[config.mk]
export PLATFORM = sky130hd
export DESIGN_NAME = touch_press_qualifier_calibrator_flat
export DESIGN_NICKNAME = d
export VERILOG_FILES = /design/src/rtl/core/tpqc_pkg.sv /design/src/rtl/core/tpqc_if.sv /design/src/rtl/core/tpqc_div.sv /design/src/rtl/core/touch_press_qualifier_calibrator.sv /design/src/flat_wrapper.sv
export SDC_FILE = /design/constraint.sdc
export NUM_CORES = 1
export LEC_CHECK = 0
export BUFFER_PORTS_ARGS = -buffer_cell sky130_fd_sc_hd__clkbuf_2
export CORE_MARGIN = 5
export CORE_UTILIZATION = 55
export DETAILED_ROUTE_END_ITERATION = 16
export HOLD_SLACK_MARGIN = 0.12
export PLACE_DENSITY = 0.75
export SYNTH_ARGS = -nofsm -noshare
export SYNTH_HDL_FRONTEND = slang
export SYNTH_SLANG_ARGS = --single-unit
[constraint.sdc]
create_clock -name clk -period 9.85 [get_ports clk]
set_input_delay 0 -clock clk [delete_from_list [all_inputs] [get_ports clk]]
set_output_delay 0 -clock clk [all_outputs]
set_load 0.01 [all_outputs]
[src/rtl/core/tpqc_pkg.sv]
// tpqc_pkg: shared widths, register indexes, event codes and divider
// request/response types for the touch press qualifier and calibrator
// no dependencies
package tpqc_pkg;

  localparam int RawW    = 10;
  localparam int ScrW    = 16;
  localparam int PresW   = 12;
  localparam int EvW     = 2;
  localparam int CountW  = 3;
  localparam int RegIdxW = 3;
  localparam int CfgW    = 16;

  // divider operand widths: |dv| * |dscreen| < 2^26, |span| <= 1023
  localparam int DvdW  = 26;
  localparam int DvsW  = 10;
  localparam int QuotW = 16;

  localparam logic [PresW-1:0] PressLow  = 12'd100;
  localparam logic [PresW-1:0] PressHigh = 12'd1000;

  localparam logic [RegIdxW-1:0] RegRawLeft      = 3'd0;
  localparam logic [RegIdxW-1:0] RegRawRight     = 3'd1;
  localparam logic [RegIdxW-1:0] RegRawTop       = 3'd2;
  localparam logic [RegIdxW-1:0] RegRawBottom    = 3'd3;
  localparam logic [RegIdxW-1:0] RegScreenLeft   = 3'd4;
  localparam logic [RegIdxW-1:0] RegScreenRight  = 3'd5;
  localparam logic [RegIdxW-1:0] RegScreenTop    = 3'd6;
  localparam logic [RegIdxW-1:0] RegScreenBottom = 3'd7;

  localparam logic [EvW-1:0] EvNone    = 2'd0;
  localparam logic [EvW-1:0] EvPress   = 2'd1;
  localparam logic [EvW-1:0] EvHold    = 2'd2;
  localparam logic [EvW-1:0] EvRelease = 2'd3;

  typedef struct packed {
    logic            start;
    logic [DvdW-1:0] dividend;
    logic [DvsW-1:0] divisor;
  } div_req_t;

  typedef struct packed {
    logic             busy;
    logic             done;
    logic [QuotW-1:0] quot;
  } div_rsp_t;

endpackage

[src/rtl/core/tpqc_if.sv]
// tpqc_if: valid/ready channel interfaces for raw samples and touch events
// depends on tpqc_pkg
interface tpqc_in_if;
  logic                        valid;
  logic                        ready;
  logic [tpqc_pkg::RawW-1:0]   sample_x;
  logic [tpqc_pkg::RawW-1:0]   sample_y;
  logic [tpqc_pkg::PresW-1:0]  sample_pressure;

  modport source (output valid, sample_x, sample_y, sample_pressure, input ready);
  modport sink (input valid, sample_x, sample_y, sample_pressure, output ready);
endinterface

interface tpqc_out_if;
  logic                       valid;
  logic                       ready;
  logic [tpqc_pkg::EvW-1:0]   event_res;
  logic [tpqc_pkg::ScrW-1:0]  screen_x;
  logic [tpqc_pkg::ScrW-1:0]  screen_y;

  modport source (output valid, event_res, screen_x, screen_y, input ready);
  modport sink (input valid, event_res, screen_x, screen_y, output ready);
endinterface

[src/rtl/core/tpqc_div.sv]
// tpqc_div: restoring unsigned divider, one quotient bit per cycle,
// keeps the low quotient bits only; depends on tpqc_pkg
module tpqc_div (
  input  logic               clk,
  input  logic               rst,
  input  tpqc_pkg::div_req_t req,
  output tpqc_pkg::div_rsp_t rsp
);

  localparam int CntW = $clog2(tpqc_pkg::DvdW);

  logic                          busy;
  logic                          done;
  logic [CntW-1:0]               cnt;
  logic [tpqc_pkg::DvdW-1:0]     dvd;
  logic [tpqc_pkg::DvsW-1:0]     dvs;
  logic [tpqc_pkg::DvsW:0]       rem;
  logic [tpqc_pkg::QuotW-1:0]    quot;

  logic [tpqc_pkg::DvsW:0]       rem_sh;
  logic                          fits;
  logic [tpqc_pkg::DvsW:0]       rem_next;

  always_comb begin
    rem_sh   = {rem[tpqc_pkg::DvsW-1:0], dvd[tpqc_pkg::DvdW-1]};
    fits     = rem_sh >= {1'b0, dvs};
    rem_next = fits ? rem_sh - {1'b0, dvs} : rem_sh;
  end

  always_ff @(posedge clk) begin
    if (rst) begin
      busy <= 1'b0;
      done <= 1'b0;
      cnt  <= '0;
    end else begin
      done <= 1'b0;
      if (req.start && !busy) begin
        busy <= 1'b1;
        cnt  <= CntW'(tpqc_pkg::DvdW - 1);
      end else if (busy) begin
        cnt <= cnt - 1'b1;
        if (cnt == '0) begin
          busy <= 1'b0;
          done <= 1'b1;
        end
      end
    end
  end

  always_ff @(posedge clk) begin
    if (req.start && !busy) begin
      dvd  <= req.dividend;
      dvs  <= req.divisor;
      rem  <= '0;
      quot <= '0;
    end else if (busy) begin
      dvd  <= {dvd[tpqc_pkg::DvdW-2:0], 1'b0};
      rem  <= rem_next;
      quot <= {quot[tpqc_pkg::QuotW-2:0], fits};
    end
  end

  assign rsp.busy = busy;
  assign rsp.done = done;
  assign rsp.quot = quot;

  a_done_after_busy: assert property (@(posedge clk) disable iff (rst)
    done |-> $past(busy) && !busy)
    else $error("divider done without a preceding busy pass");

  a_last_step_done: assert property (@(posedge clk) disable iff (rst)
    busy && cnt == '0 |=> done)
    else $error("divider missed done after last step");

endmodule

[src/rtl/core/touch_press_qualifier_calibrator.sv]
// touch_press_qualifier_calibrator: touch qualification counter, event
// logic and two-axis linear calibration over one shared divider
// depends on tpqc_pkg, tpqc_if, tpqc_div
//
//  channel   dir  word                                          handshake
//  samples   in   sample_x, sample_y, sample_pressure           valid/ready
//  results   out  event_res, screen_x, screen_y                 valid/ready
//  wr_*      in   wr_index, wr_data (register write)            wr_en only
//
// a sample that does not trigger a mapping goes straight from idle to the finish state
// a mapping sample runs, per axis and x then y, a multiply step and then
// the shared restoring divider (one bit step per dividend bit, then done);
// a zero span skips the divider for that axis
// a sample is taken only in idle; the result register lets the next sample
// start while the previous word still waits on results.ready
// rst is synchronous and restores the calibration defaults
module touch_press_qualifier_calibrator #(
  parameter int SAMPLE_COUNT = 5
) (
  input  logic                           clk,
  input  logic                           rst,
  input  logic                           wr_en,
  input  logic [tpqc_pkg::RegIdxW-1:0]   wr_index,
  input  logic [tpqc_pkg::CfgW-1:0]      wr_data,
  tpqc_in_if.sink                        samples,
  tpqc_out_if.source                     results
);

  localparam logic [tpqc_pkg::CountW-1:0] CountTop = tpqc_pkg::CountW'(SAMPLE_COUNT);

  localparam logic [1:0] StIdle = 2'd0;
  localparam logic [1:0] StMul  = 2'd1;
  localparam logic [1:0] StDiv  = 2'd2;
  localparam logic [1:0] StFin  = 2'd3;

  logic [1:0] state;
  logic       axis;

  logic [tpqc_pkg::RawW-1:0] raw_left, raw_right, raw_top, raw_bottom;
  logic [tpqc_pkg::ScrW-1:0] screen_left, screen_right, screen_top, screen_bottom;

  logic [tpqc_pkg::CountW-1:0] press_count;
  logic                        holding;
  logic [tpqc_pkg::ScrW-1:0]   mapped_x, mapped_y;
  logic [tpqc_pkg::EvW-1:0]    ev;
  logic [tpqc_pkg::RawW-1:0]   sx, sy;
  logic                        neg;
  logic [tpqc_pkg::ScrW-1:0]   lo_q;

  logic                        out_valid;
  logic [tpqc_pkg::EvW-1:0]    out_ev;
  logic [tpqc_pkg::ScrW-1:0]   out_x, out_y;
  logic                        out_load;

  logic                        accept;
  logic                        touched;
  logic [tpqc_pkg::CountW-1:0] press_count_next;
  logic                        press;
  logic                        held;
  logic                        holding_next;
  logic [tpqc_pkg::EvW-1:0]    ev_next;

  logic [tpqc_pkg::RawW-1:0]   v, in_lo, in_hi;
  logic [tpqc_pkg::ScrW-1:0]   out_lo, out_hi;
  logic [tpqc_pkg::RawW:0]     d_in, d_in_neg, span, span_neg;
  logic [tpqc_pkg::ScrW:0]     d_out, d_out_neg;
  logic [tpqc_pkg::RawW-1:0]   d_in_mag;
  logic [tpqc_pkg::DvsW-1:0]   span_mag;
  logic [tpqc_pkg::ScrW-1:0]   d_out_mag;
  logic [tpqc_pkg::DvdW-1:0]   prod;
  logic [tpqc_pkg::ScrW-1:0]   q_signed, map_res;

  tpqc_pkg::div_req_t div_req;
  tpqc_pkg::div_rsp_t div_rsp;

  assign accept = samples.valid && samples.ready;
  assign samples.ready = state == StIdle;
  assign out_load = state == StFin && (!out_valid || results.ready);

  // qualification counter and event decision
  always_comb begin
    touched = samples.sample_pressure > tpqc_pkg::PressLow &&
              samples.sample_pressure < tpqc_pkg::PressHigh;
    press_count_next = press_count;
    if (touched) begin
      if (press_count < CountTop) press_count_next = press_count + 1'b1;
    end else if (press_count != '0) begin
      press_count_next = press_count - 1'b1;
    end
    press        = press_count_next == CountTop && !holding;
    held         = holding || press;
    holding_next = held;
    ev_next      = tpqc_pkg::EvNone;
    if (held) begin
      if (press_count_next == '0) begin
        holding_next = 1'b0;
        ev_next      = tpqc_pkg::EvRelease;
      end else if (press_count_next == CountTop) begin
        ev_next = press ? tpqc_pkg::EvPress : tpqc_pkg::EvHold;
      end
    end
  end

  // axis operands: raw y to screen x first, then raw x to screen y
  always_comb begin
    v         = axis ? sx : sy;
    in_lo     = axis ? raw_top : raw_left;
    in_hi     = axis ? raw_bottom : raw_right;
    out_lo    = axis ? screen_top : screen_left;
    out_hi    = axis ? screen_bottom : screen_right;
    d_in      = {1'b0, v} - {1'b0, in_lo};
    span      = {1'b0, in_hi} - {1'b0, in_lo};
    d_out     = {1'b0, out_hi} - {1'b0, out_lo};
    d_in_neg  = -d_in;
    span_neg  = -span;
    d_out_neg = -d_out;
    d_in_mag  = d_in[tpqc_pkg::RawW] ? d_in_neg[tpqc_pkg::RawW-1:0] : d_in[tpqc_pkg::RawW-1:0];
    span_mag  = span[tpqc_pkg::RawW] ? span_neg[tpqc_pkg::DvsW-1:0] : span[tpqc_pkg::DvsW-1:0];
    d_out_mag = d_out[tpqc_pkg::ScrW] ? d_out_neg[tpqc_pkg::ScrW-1:0]
                                      : d_out[tpqc_pkg::ScrW-1:0];
    prod      = tpqc_pkg::DvdW'(d_in_mag) * tpqc_pkg::DvdW'(d_out_mag);
    q_signed  = neg ? tpqc_pkg::ScrW'(-div_rsp.quot) : div_rsp.quot;
    map_res   = q_signed + lo_q;
  end

  assign div_req.start    = state == StMul && span != '0;
  assign div_req.dividend = prod;
  assign div_req.divisor  = span_mag;

  tpqc_div u_div (
    .clk (clk),
    .rst (rst),
    .req (div_req),
    .rsp (div_rsp)
  );

  // register file
  always_ff @(posedge clk) begin
    if (rst) begin
      raw_left      <= 10'd0;
      raw_right     <= 10'd1023;
      raw_top       <= 10'd0;
      raw_bottom    <= 10'd1023;
      screen_left   <= 16'd0;
      screen_right  <= 16'd319;
      screen_top    <= 16'd0;
      screen_bottom <= 16'd239;
    end else if (wr_en) begin
      unique case (wr_index)
        tpqc_pkg::RegRawLeft:      raw_left      <= wr_data[tpqc_pkg::RawW-1:0];
        tpqc_pkg::RegRawRight:     raw_right     <= wr_data[tpqc_pkg::RawW-1:0];
        tpqc_pkg::RegRawTop:       raw_top       <= wr_data[tpqc_pkg::RawW-1:0];
        tpqc_pkg::RegRawBottom:    raw_bottom    <= wr_data[tpqc_pkg::RawW-1:0];
        tpqc_pkg::RegScreenLeft:   screen_left   <= wr_data;
        tpqc_pkg::RegScreenRight:  screen_right  <= wr_data;
        tpqc_pkg::RegScreenTop:    screen_top    <= wr_data;
        tpqc_pkg::RegScreenBottom: screen_bottom <= wr_data;
        default: ;
      endcase
    end
  end

  // sequencer and state
  always_ff @(posedge clk) begin
    if (rst) begin
      state       <= StIdle;
      axis        <= 1'b0;
      press_count <= '0;
      holding     <= 1'b0;
      mapped_x    <= '0;
      mapped_y    <= '0;
      ev          <= tpqc_pkg::EvNone;
      out_valid   <= 1'b0;
    end else begin
      if (out_load) out_valid <= 1'b1;
      else if (results.ready) out_valid <= 1'b0;
      unique case (state)
        StIdle: begin
          if (accept) begin
            press_count <= press_count_next;
            holding     <= holding_next;
            ev          <= ev_next;
            axis        <= 1'b0;
            state       <= (touched && press_count_next == CountTop) ? StMul : StFin;
          end
        end
        StMul: begin
          if (span == '0) begin
            // zero span gives the low screen value
            if (axis) mapped_y <= out_lo;
            else      mapped_x <= out_lo;
            axis  <= 1'b1;
            state <= axis ? StFin : StMul;
          end else begin
            state <= StDiv;
          end
        end
        StDiv: begin
          if (div_rsp.done) begin
            if (axis) mapped_y <= map_res;
            else      mapped_x <= map_res;
            axis  <= 1'b1;
            state <= axis ? StFin : StMul;
          end
        end
        StFin: begin
          if (out_load) state <= StIdle;
        end
        default: state <= StIdle;
      endcase
    end
  end

  always_ff @(posedge clk) begin
    if (accept) begin
      sx <= samples.sample_x;
      sy <= samples.sample_y;
    end
    if (state == StMul) begin
      neg  <= d_in[tpqc_pkg::RawW] ^ d_out[tpqc_pkg::ScrW] ^ span[tpqc_pkg::RawW];
      lo_q <= out_lo;
    end
    if (out_load) begin
      out_ev <= ev;
      out_x  <= mapped_x;
      out_y  <= mapped_y;
    end
  end

  assign results.valid     = out_valid;
  assign results.event_res = out_ev;
  assign results.screen_x  = out_x;
  assign results.screen_y  = out_y;

  a_count_bound: assert property (@(posedge clk) disable iff (rst)
    press_count <= CountTop)
    else $error("press counter above its top");

  a_event_count: assert property (@(posedge clk) disable iff (rst)
    (ev == tpqc_pkg::EvPress || ev == tpqc_pkg::EvHold) |-> press_count == CountTop && holding)
    else $error("press or hold event without a full counter");

  a_accept_busy: assert property (@(posedge clk) disable iff (rst)
    accept |=> state != StIdle)
    else $error("sequencer stayed idle after taking a sample");

  a_div_only_in_div: assert property (@(posedge clk) disable iff (rst)
    div_rsp.busy |-> state == StDiv)
    else $error("divider running outside the divide step");

endmodule

[src/flat_wrapper.sv]
// flat-port wrapper written by rule: the top's interface ports become plain ports
module touch_press_qualifier_calibrator_flat 
#(
  parameter int SAMPLE_COUNT = 5
)
  (clk, rst, wr_en, wr_index, wr_data, samples_valid, samples_sample_x, samples_sample_y, samples_sample_pressure, samples_ready, results_valid, results_event_res, results_screen_x, results_screen_y, results_ready);
  tpqc_in_if samples_i ();
  tpqc_out_if results_i ();
  input  logic clk;
  input  logic rst;
  input  logic wr_en;
  input  logic [tpqc_pkg::RegIdxW-1:0] wr_index;
  input  logic [tpqc_pkg::CfgW-1:0] wr_data;
  input wire logic [$bits(samples_i.valid)-1:0] samples_valid;
  input wire logic [$bits(samples_i.sample_x)-1:0] samples_sample_x;
  input wire logic [$bits(samples_i.sample_y)-1:0] samples_sample_y;
  input wire logic [$bits(samples_i.sample_pressure)-1:0] samples_sample_pressure;
  output wire logic [$bits(samples_i.ready)-1:0] samples_ready;
  output wire logic [$bits(results_i.valid)-1:0] results_valid;
  output wire logic [$bits(results_i.event_res)-1:0] results_event_res;
  output wire logic [$bits(results_i.screen_x)-1:0] results_screen_x;
  output wire logic [$bits(results_i.screen_y)-1:0] results_screen_y;
  input wire logic [$bits(results_i.ready)-1:0] results_ready;
  assign samples_i.valid = samples_valid;
  assign samples_i.sample_x = samples_sample_x;
  assign samples_i.sample_y = samples_sample_y;
  assign samples_i.sample_pressure = samples_sample_pressure;
  assign samples_ready = samples_i.ready;
  assign results_valid = results_i.valid;
  assign results_event_res = results_i.event_res;
  assign results_screen_x = results_i.screen_x;
  assign results_screen_y = results_i.screen_y;
  assign results_i.ready = results_ready;
  touch_press_qualifier_calibrator #(.SAMPLE_COUNT(SAMPLE_COUNT)) u_core (.clk(clk), .rst(rst), .wr_en(wr_en), .wr_index(wr_index), .wr_data(wr_data), .samples(samples_i), .results(results_i));
endmodule
==> results by group, run 1 <==
Critical path
  • Critical R2R Capture: u_core.u_div.dvd[25]$_DFFE_PP_
  • Slowest cell on crit path: or4_1
  • Worst Setup Start Kind: flip-flop
  • Worst R2R Path Depth: 34
  • Crit path DAT: approximately 9600 ps
  • Required time of the critical path: between 10000 and 15000 ps
  • Crit-path max FO: 16
  • Crit path depth: 34
  • Reg2reg start: u_core.axis$_SDFFE_PP0P_
  • Worst reg2reg setup slack: 560 ps
  • Delay-heaviest family, CP: adder cells
  • CP peak stage delay: 570 ps
  • Critical path buffer and inverter count: 6
  • Critical setup path kind: reg2reg
  • Critical Path End Type: flip-flop
  • Worst setup path startpoint: u_core.axis$_SDFFE_PP0P_

Synth
  • Dominant synthesized flop cell: dfxtp_1
  • Ranking of synthesized cells by area: dfxtp_1 (18%), edfxtp_1 (16%), fa_1 (12%)
  • Synth area leader: dfxtp_1
  • Synth Area in Adders: 20.0%
  • Post-synth ARST share: 0%
  • Synth Area in Compound Gates: 12.5%
  • Post-synthesis instance area: 0.0200 mm2
  • Yosys top cell area share: 17.9%
  • Multiplexer share of the synthesized area: 6.03%
  • Synth warn: 0
  • Post-synth EDFFs: 107
  • Simple-gate share of the synthesized area: 16.6%
  • Yosys cell types: 76
  • Avg Inst Size Synth: 9.06 um2
  • Synth Area in XOR/XNOR: 5.57%
  • Synth Instances: 2204
  • Flop and latch count out of synthesis: 286
  • Largest family of logic cells by synthesized area: adder cells
  • Syn nets: 2511
  • Sequential share of the synthesized area: 34.0%

Placement
  • GP Congestion: 0.923
  • # port buffers: 91
  • HPWL after DPL: 35.4 mm
  • Placed cell count: 2706

Clock network
  • CTS tree: yes
  • Skew-Pair Late Insertion Delay: 550 ps
  • Clock buffer count from CTS: 34
  • Clk buf depth: 3
  • Clock root buffer master: clkbuf_16
  • H-tree depth: 2
  • CTS Sinks: 286
  • Reg clk slew, reported paths: 60 ps

Global routing
  • Vias in the first global route: 16269
  • First-pass GRT wire length: 81.3 mm
  • Overflow after GRT: 0
  • Total routing usage reported by global routing: 24.1%
  • Largest net degree at the start of global routing: 105
  • Initial antenna violation count: 0

Drt
  • DRC violations left: 0
  • Initial DRC count: 1229
  • Post-DR wirelength/cell: 17.5 um
  • Vias post-DR: 16125
  • Pre-antenna DRT Iters: 6
  • Total wire length: 49.0 mm
  • Vias/cell: 5.74
  • Final ANT Viol Nets: 0

Final layout
  • # diodes: 0
  • Final nets: approximately 2600
  • Area grow syn2layout: 12.7%
  • Reg with most FFs: u_core.u_div.dvd
  • Layout cells sized above 1: ~12%
  • Final Non-Filler Cells: 2809
  • Max reg flops: 26

Timing
  • Finish-stage setup viols: 0
  • Worst rel slew slack: 8.67%
  • Final period utilization: 94.3%
  • Minimum clock period: 9290 ps
  • Slew Limit Fails: 0
  • FMAX: 108 MHz
  • Fin. Hold Viols: 0
  • Sum of negative setup slack: 0 ps
  • Worst Tran Pin Value: 1360 ps
  • RSZ-0062 raised after global routing: false
  • Skew final: 24.4 ps
  • Fin Hold WS: 154 ps

Die
  • Core footprint: 0.0357 mm2
  • Site Rows: 69
  • Initial Util: 55.9%
  • Die Y: 201 um
  • Number of I/O pins: 92
  • Die width: 201 um
  • Die area: 0.0402 mm2

Status
  • Status: finished clean

Worst hold path
  • Worst Hold Path EP: u_core.raw_top[7]$_SDFFE_PP0P_
  • HP Start: wr_en
  • Hold depth: 6
  • Hold WC Path Type: in2reg

Run
  • Max Cap Viol: 0
-- metrics by stage --
| step | setup WS [ps] | util (%) | area, um2 |
|---|---|---|---|
| 2_1_floorplan | 115 | - | 20000 |
| 3_3_place_gp | 312 | 58.6 | 20900 |
| 3_5_place_dp | 70.2 | 58.6 | 20900 |
| 4_1_cts | 23.2 | 62.8 | 22400 |
| 5_1_grt | 33.3 | 63.0 | 22500 |
| 6_report | 559 | 63.0 | 22500 |
-- per-layer routing --
layer  vias up  global-route usage (%)  part of all wire (%)
li1       7683                       -                     -
met1      7767                    30.7                    41
met3       123                    3.70                   6.4
met5         -                       0                     0
met2       552                    41.5                    49
met4         0                    9.73                   3.9
-- cells by family after synthesis --
family                     Yosys count
and+or+nand+nor                    759
muxes                              114
buffers and inverters              269
xor gates and xnor gates           127
DFF                                286
AOI/OAI and AO/OA                  398
adders and majority gates          251
-- synthesized netlist by cell type, types with 12 or more instances --
| cell type | count |
|---|---|
| clkbuf_1 | 74 |
| nor2b_1 | 23 |
| nand2b_1 | 46 |
| inv_1 | 181 |
| a21o_1 | 34 |
| o21ai_0 | 93 |
| ha_1 | 136 |
| mux2_2 | 51 |
| nor3_1 | 29 |
| nand2_1 | 376 |
| edfxtp_1 | 107 |
| o31ai_1 | 12 |
| mux2i_1 | 63 |
| xnor2_1 | 84 |
| or2_2 | 13 |
| nor2_1 | 178 |
| xor2_1 | 43 |
| nand3_1 | 43 |
| a21oi_1 | 146 |
| a211oi_1 | 13 |
| fa_1 | 115 |
| dfxtp_1 | 179 |
-- worst max-delay path by stage --
| stage | slack (ps) | end |
|---|---|---|
| floorplan | 110 | u_core.u_div.dvd[25]$_DFFE_PP_ |
| global placement | 310 | u_core.u_div.dvd[25]$_DFFE_PP_ |
| detailed placement | 70 | u_core.u_div.dvd[25]$_DFFE_PP_ |
| CTS | 20 | u_core.u_div.dvd[25]$_DFFE_PP_ |
| global route | 30 | u_core.u_div.dvd[25]$_DFFE_PP_ |
| finish | 560 | u_core.u_div.dvd[25]$_DFFE_PP_ |
-- layout make-up --
type / instances / area, um2
Fill cell: 2954 / 13200
Multi-Input combinational cell: 1649 / 12200
Sequential cell: 286 / 6800
Timing Repair Buffer: 170 / 1160
Clock buffer: 42 / 922
Inverter: 182 / 683
Tap cell: 461 / 577
Clock inverter: 19 / 165
-- cell usage in the layout (no fill, tap or decap), types with 12 or more instances in the layout --
cell type | Yosys | final
nand3_1 | 43 | 43
xnor2_1 | 84 | 80
nor2_1 | 178 | 178
a21oi_1 | 146 | 146
xor2_1 | 43 | 40
or2_2 | 13 | 13
o21ai_0 | 93 | 93
ha_1 | 136 | 136
a211oi_1 | 13 | 13
nand2_1 | 376 | 376
a21o_1 | 34 | 33
nand2b_1 | 46 | 46
buf_4 | 0 | 38
nor3_1 | 29 | 29
mux2i_1 | 63 | 62
mux2_2 | 51 | 51
nor2b_1 | 23 | 22
o31ai_1 | 12 | 12
dfxtp_1 | 179 | 178
clkbuf_16 | 0 | 35
dlygate4sd3_1 | 0 | 41
clkbuf_2 | 0 | 90
fa_1 | 115 | 115
inv_1 | 181 | 181
edfxtp_1 | 107 | 107
-- worst register-to-register path: cells and delay by family, from the launching register on --
kind,cells,cell delay (ps)
xor gates and xnor gates,3,420
DFF,1,480
and+or+nand+nor,3,860
muxes,1,360
buffers and inverters,6,1020
adders and majority gates,7,3350
AOI/OAI and AO/OA,14,2520
-- timing repair --
action                     CTS  global route
hold endpoints to repair   132             0
setup endpoints to repair    0             9
setup buffers                0             1
hold buffers                41             0
resized for setup            0            12
Power of run 1 is left out: the tool's default activity adds up to more than one toggle a clock period on the data nets, which glitch-free logic cannot reach.
==> run 2, diff against run 1 <==
PLACE_DENSITY = 0.73   (was 0.75)
clock period = 9.15 ns   (was 9.85 ns; I/O delays follow)
==> run 2 against run 1 <==
Sequential share of layout area shrank 0.79 points. Wire length grew 2.0%. Flip-flop and latch count is the same. Via count grew 0.65%. Register-to-register slack lost 130 ps. Cell area grew 2.7%. Core utilization grew 1.7 points. Highest routed layer unchanged.
==> results by group, run 2 (same netlist as run 1, synthesis figures left out) <==
Critical path
  • Required time of the critical path: 9450 ps
  • Critical R2R Capture: u_core.u_div.dvd[25]$_DFFE_PP_
  • Crit-path max FO: 8
  • CP peak stage delay: 550 ps
  • Reg2reg start: u_core.axis$_SDFFE_PP0P_
  • Worst R2R Path Depth: 31
  • Crit path DAT: 9020 ps
  • Critical Path End Type: flip-flop
  • Critical setup path kind: reg2reg
  • Worst Setup Start Kind: flip-flop
  • Worst setup path startpoint: u_core.axis$_SDFFE_PP0P_
  • Worst reg2reg setup slack: 430 ps
  • Delay-heaviest family, CP: adder cells
  • Crit path depth: 31
  • Slowest cell on crit path: or4_1
  • Critical path buffer and inverter count: 5
  • Most used cell, CP: fa_1

Timing
  • Final period utilization: 95.3%
  • Worst rel slew slack: 15.4%
  • Fin. Hold Viols: 0
  • FMAX: 115 MHz
  • Slew Limit Fails: 0
  • Worst Tran Pin Value: 1260 ps
  • Setup WS post-layout: 427 ps
  • Minimum clock period: 8720 ps
  • Finish-stage setup viols: 0
  • Skew final: 24.2 ps

Drt
  • Post-DR wirelength/cell: 17.5 um
  • Pre-antenna DRT Iters: 5
  • DR top layer: met4
  • Vias post-DR: ~16000
  • Initial DRC count: ~1100
  • Total wire length: 50.0 mm
  • DRC violations left: 0
  • Routed met3 length: a little under 3 mm
  • Wl on met1: 21.4 mm
  • WL met2: 23.9 mm
  • Final ANT Viol Nets: 0
  • Vias/cell: 5.67

Final layout
  • Final nets: 2686
  • Final Cell Area: 0.0231 mm2
  • # diodes: 0
  • Commonest non-fill, non-tap cell in the layout: nand2_1
  • Layout cells sized above 1: 13.7%
  • Final core utilization: 64.7%
  • Most frequent cells in the layout: nand2_1 (376), inv_1 (181), dfxtp_1 (178)
  • Max reg flops: 26
  • Area grow syn2layout: 15.8%
  • Final Non-Filler Cells: 2864
  • Reg with most FFs: u_core.u_div.dvd

Placement
  • Placed Area: approximately 0.021 mm2
  • GP Congestion: roughly 0.93
  • Dpl ws: -130 ps
  • # port buffers: about 90
  • Placed cell count: between 2000 and 3000
  • HPWL after DPL: between 30 and 40 mm

Die
  • Initial Util: a little under three fifths
  • Core footprint: 0.0357 mm2
  • Site Rows: 69
  • Number of I/O pins: 92
  • Die width: approximately 200 um
  • Die Y: 201 um
  • Die area: 0.0402 mm2

Clock network
  • CTS Sinks: 286
  • H-tree depth: 1
  • Clk buf depth: 3
  • Clock buffer count from CTS: 31
  • CTS tree: yes
  • Clock root buffer master: clkbuf_16
  • Reg clk slew, reported paths: 60 ps
  • Skew-Pair Late Insertion Delay: between 500 and 600 ps

Run
  • Max Cap Viol: 0

Worst hold path
  • Hold depth: 2
  • Worst Hold Path EP: u_core.sy[8]$_DFFE_PP_
  • HP Start: samples_sample_y[8]
  • Hold WC Path Type: in2reg

Global routing
  • Largest net degree at the start of global routing: 81
  • Vias in the first global route: 16290
  • Overflow after GRT: 0
  • First-pass GRT wire length: 82.3 mm
  • Total routing usage reported by global routing: 24.5%
  • Initial antenna violation count: 0

Status
  • Status: finished clean
## run 2: cell types whose count changed in the layout (fill, tap and decap cells not counted), sizes merged
| cell | change |
|---|---|
| a21o | +1 |
| buf | +46 |
| bufinv | +6 |
| clkbuf | -3 |
| clkinv | -5 |
| clkinvlp | -4 |
| dlygate4sd3 | +11 |
| inv | +3 |
## run 2: metrics by stage
step	setup TNS (ps)	hold slack [ps]
floorplan	0	98.9
global placement	0	177
detailed placement	-245	179
CTS	0	121
global route	-65.1	142
finish	0	143
## run 2: final cells by class
cell class	count	area [um2]
fillers	2932	12600
flip-flops and latches	286	6800
well taps	461	577
clock inverters	19	300
multi-input cells	1650	12300
repair buffers	228	1640
clock buffers	38	812
inverters	182	683
## run 2: how the worst max path moves through the flow
stage                                          end
finish              u_core.u_div.dvd[25]$_DFFE_PP_
global route        u_core.u_div.dvd[25]$_DFFE_PP_
CTS                 u_core.u_div.dvd[25]$_DFFE_PP_
detailed placement  u_core.u_div.dvd[25]$_DFFE_PP_
global placement    u_core.u_div.dvd[25]$_DFFE_PP_
floorplan           u_core.u_div.dvd[25]$_DFFE_PP_
## run 2: repair_timing
action,4_1_cts,5_1_grt
resized for setup,4,26
pin swaps,0,4
endpoints found under the setup margin,3,10
setup buffers,0,11
cloned,0,1
hold buffers,52,0
hold endpoints to repair,163,0
## run 2: metal layers
layer,global-route usage (%),up-vias
met5,0,-
met4,7.89,0
met3,3.20,108
met2,41.9,474
met1,32.6,7856
li1,-,7792
Power of run 2 is left out for the same reason.
==> run 3, diff against run 2 <==
MAX_ROUTING_LAYER = met4   (was default)
clock period = 10.5 ns   (was 9.15 ns; I/O delays follow)
==> run 3 against run 2 <==
Wire length down 1.8%. Via count down 1.7%. Die area unchanged. Global-route usage up 0.52 points. Largest cell class unchanged.
==> results by group, run 3 (same netlist as run 1, synthesis figures left out) <==
Critical path
  • CP Capture Point: u_core.u_div.dvd[25]$_DFFE_PP_
  • Critical setup path kind: reg2reg
  • Required time of the critical path: 10810 ps
  • Critical Path End Type: flip-flop
  • Crit path DAT: around 10000 ps
  • Reg2reg start: u_core.axis$_SDFFE_PP0P_
  • Crit-path max FO: 25
  • Worst R2R Path Depth: 31
  • Worst reg2reg setup slack: 820 ps
  • CP peak stage delay: 770 ps
  • Worst setup path startpoint: u_core.axis$_SDFFE_PP0P_
  • Critical R2R Capture: u_core.u_div.dvd[25]$_DFFE_PP_
  • Slowest cell on crit path: xnor2_1
  • Most used cell, CP: fa_1
  • Worst Setup Start Kind: flip-flop

Timing
  • Worst Tran Pin Value: 1170 ps
  • Worst rel slew slack: 21.8%
  • RSZ-0062 raised after global routing: false
  • Fin. Hold Viols: 0
  • Slew Limit Fails: 0
  • Sum of negative setup slack: 0 ps
  • Finish-stage setup viols: 0
  • Skew final: 18.0 ps
  • Setup WS post-layout: between 800 and 900 ps
  • Final period utilization: between 90% and 100%
  • FMAX: 103 MHz
  • Minimum clock period: 9680 ps

Drt
  • Post-DR wirelength/cell: 17.4 um
  • Pre-antenna DRT Iters: 5
  • Vias/cell: 5.65
  • DRC violations left: 0
  • Final ANT Viol Nets: 0
  • Initial DRC count: roughly 1200
  • Vias post-DR: 15953
  • Total wire length: 49.1 mm

Global routing
  • Initial antenna violation count: 0
  • Overflow after GRT: 0
  • Total routing usage reported by global routing: about 25%
  • Vias in the first global route: 16160
  • First-pass GRT wire length: 81.6 mm
  • Largest net degree at the start of global routing: 98

Worst hold path
  • Hold WC Path Type: in2reg

Final layout
  • Reg with most FFs: u_core.u_div.dvd
  • Footprint of the multi-input gates: 0.0122 mm2
  • Final core utilization: 63.2%
  • Most frequent cells in the layout: nand2_1 (376), inv_1 (181), nor2_1 (178), dfxtp_1 (178), a21oi_1 (146)
  • Area grow syn2layout: 13.1%
  • Layout cells sized above 1: 10.9%
  • # diodes: 0
  • Fill count: 2982
  • Commonest non-fill, non-tap cell in the layout: nand2_1
  • Final Cell Area: 0.0226 mm2
  • Max reg flops: 26
  • Final nets: between 2000 and 3000
  • FF+latch area: 0.00680 mm2

Clock network
  • Clk buf depth: 3
  • Clock buffer count from CTS: 31
  • Clock root buffer master: clkbuf_16
  • H-tree depth: 1
  • Skew-Pair Late Insertion Delay: 590 ps
  • CTS tree: yes
  • CTS Sinks: 286
  • Reg clk slew, reported paths: approximately 60 ps

Placement
  • Dpl ws: around 1000 ps
  • HPWL after DPL: 35.5 mm
  • # port buffers: 91
  • Placed Area: 0.0210 mm2
  • GP Congestion: about 0.91

Die
  • Initial Util: 55.9%
  • Core footprint: 0.0357 mm2
  • Number of I/O pins: a little over 90
  • Die Y: 201 um
  • Site Rows: 69
  • Die width: 201 um
  • Die area: about 0.040 mm2

Run
  • Max Cap Viol: 0

Status
  • Status: finished clean
run 3: cell count changes in the layout (fill, tap and decap cells not counted), moves of 3 or more:
cell	change
clkinv_2	+4
bufinv_16	-7
o21ai_0	+3
buf_4	-44
xnor2_1	+10
xnor2_2	-10
clkbuf_16	+4
mux2i_1	+3
dlygate4sd3_1	+10
inv_6	-5
o21ai_1	-3
run 3: metrics by stage:
step | std cells | hold slack (ps)
floorplan | 2204 | 98.9
global placement | 2707 | 176
detailed placement | 2707 | 179
global route | 2825 | 148
CTS | 2825 | 121
finish | 2825 | 133
run 3: layer usage:
metal | part of all wire, % | GRT usage, %
met1 | 42 | 31.1
met2 | 49 | 42.3
met3 | 6.4 | 4.28
met4 | 3.2 | 7.55
met5 | 0 | -
run 3: how the worst min path moves through the flow:
stage,startpoint,to,cells past startpoint
CTS,samples_sample_x[8],u_core.sx[8]$_DFFE_PP_,2
detailed placement,samples_sample_y[4],u_core.sy[4]$_DFFE_PP_,1
floorplan,samples_sample_x[0],u_core.sx[0]$_DFFE_PP_,0
finish,samples_sample_x[8],u_core.sx[8]$_DFFE_PP_,2
global route,samples_sample_y[0],u_core.sy[0]$_DFFE_PP_,2
global placement,samples_sample_x[5],u_core.sx[5]$_DFFE_PP_,1
run 3: area by class of cell:
type,count,area share [%]
inverters,182,3.02
clock inverters,11,0.354
flip-flops and latches,286,30.1
well taps,461,2.55
repair buffers,191,6.03
multi-input cells,1649,53.8
clock buffers,45,4.18
run 3: repair_timing:
item	in CTS	in global routing
buffers inserted	0	0
endpoints found under the hold margin	139	0
hold buffers	62	0
gates resized for setup	0	0
run 3: critical path, delay by kind of cell (launching register included):
kind | cells | cell delay [ps]
AO/OA/AOI/OAI | 15 | 3080
flip-flops | 1 | 750
buffers and inverters | 3 | 280
XOR/XNOR | 2 | 900
adder cells (fa/ha/maj) | 8 | 3650
multiplexers | 1 | 450
AND/OR/NAND/NOR | 2 | 300
Power of run 3 is left out for the same reason.
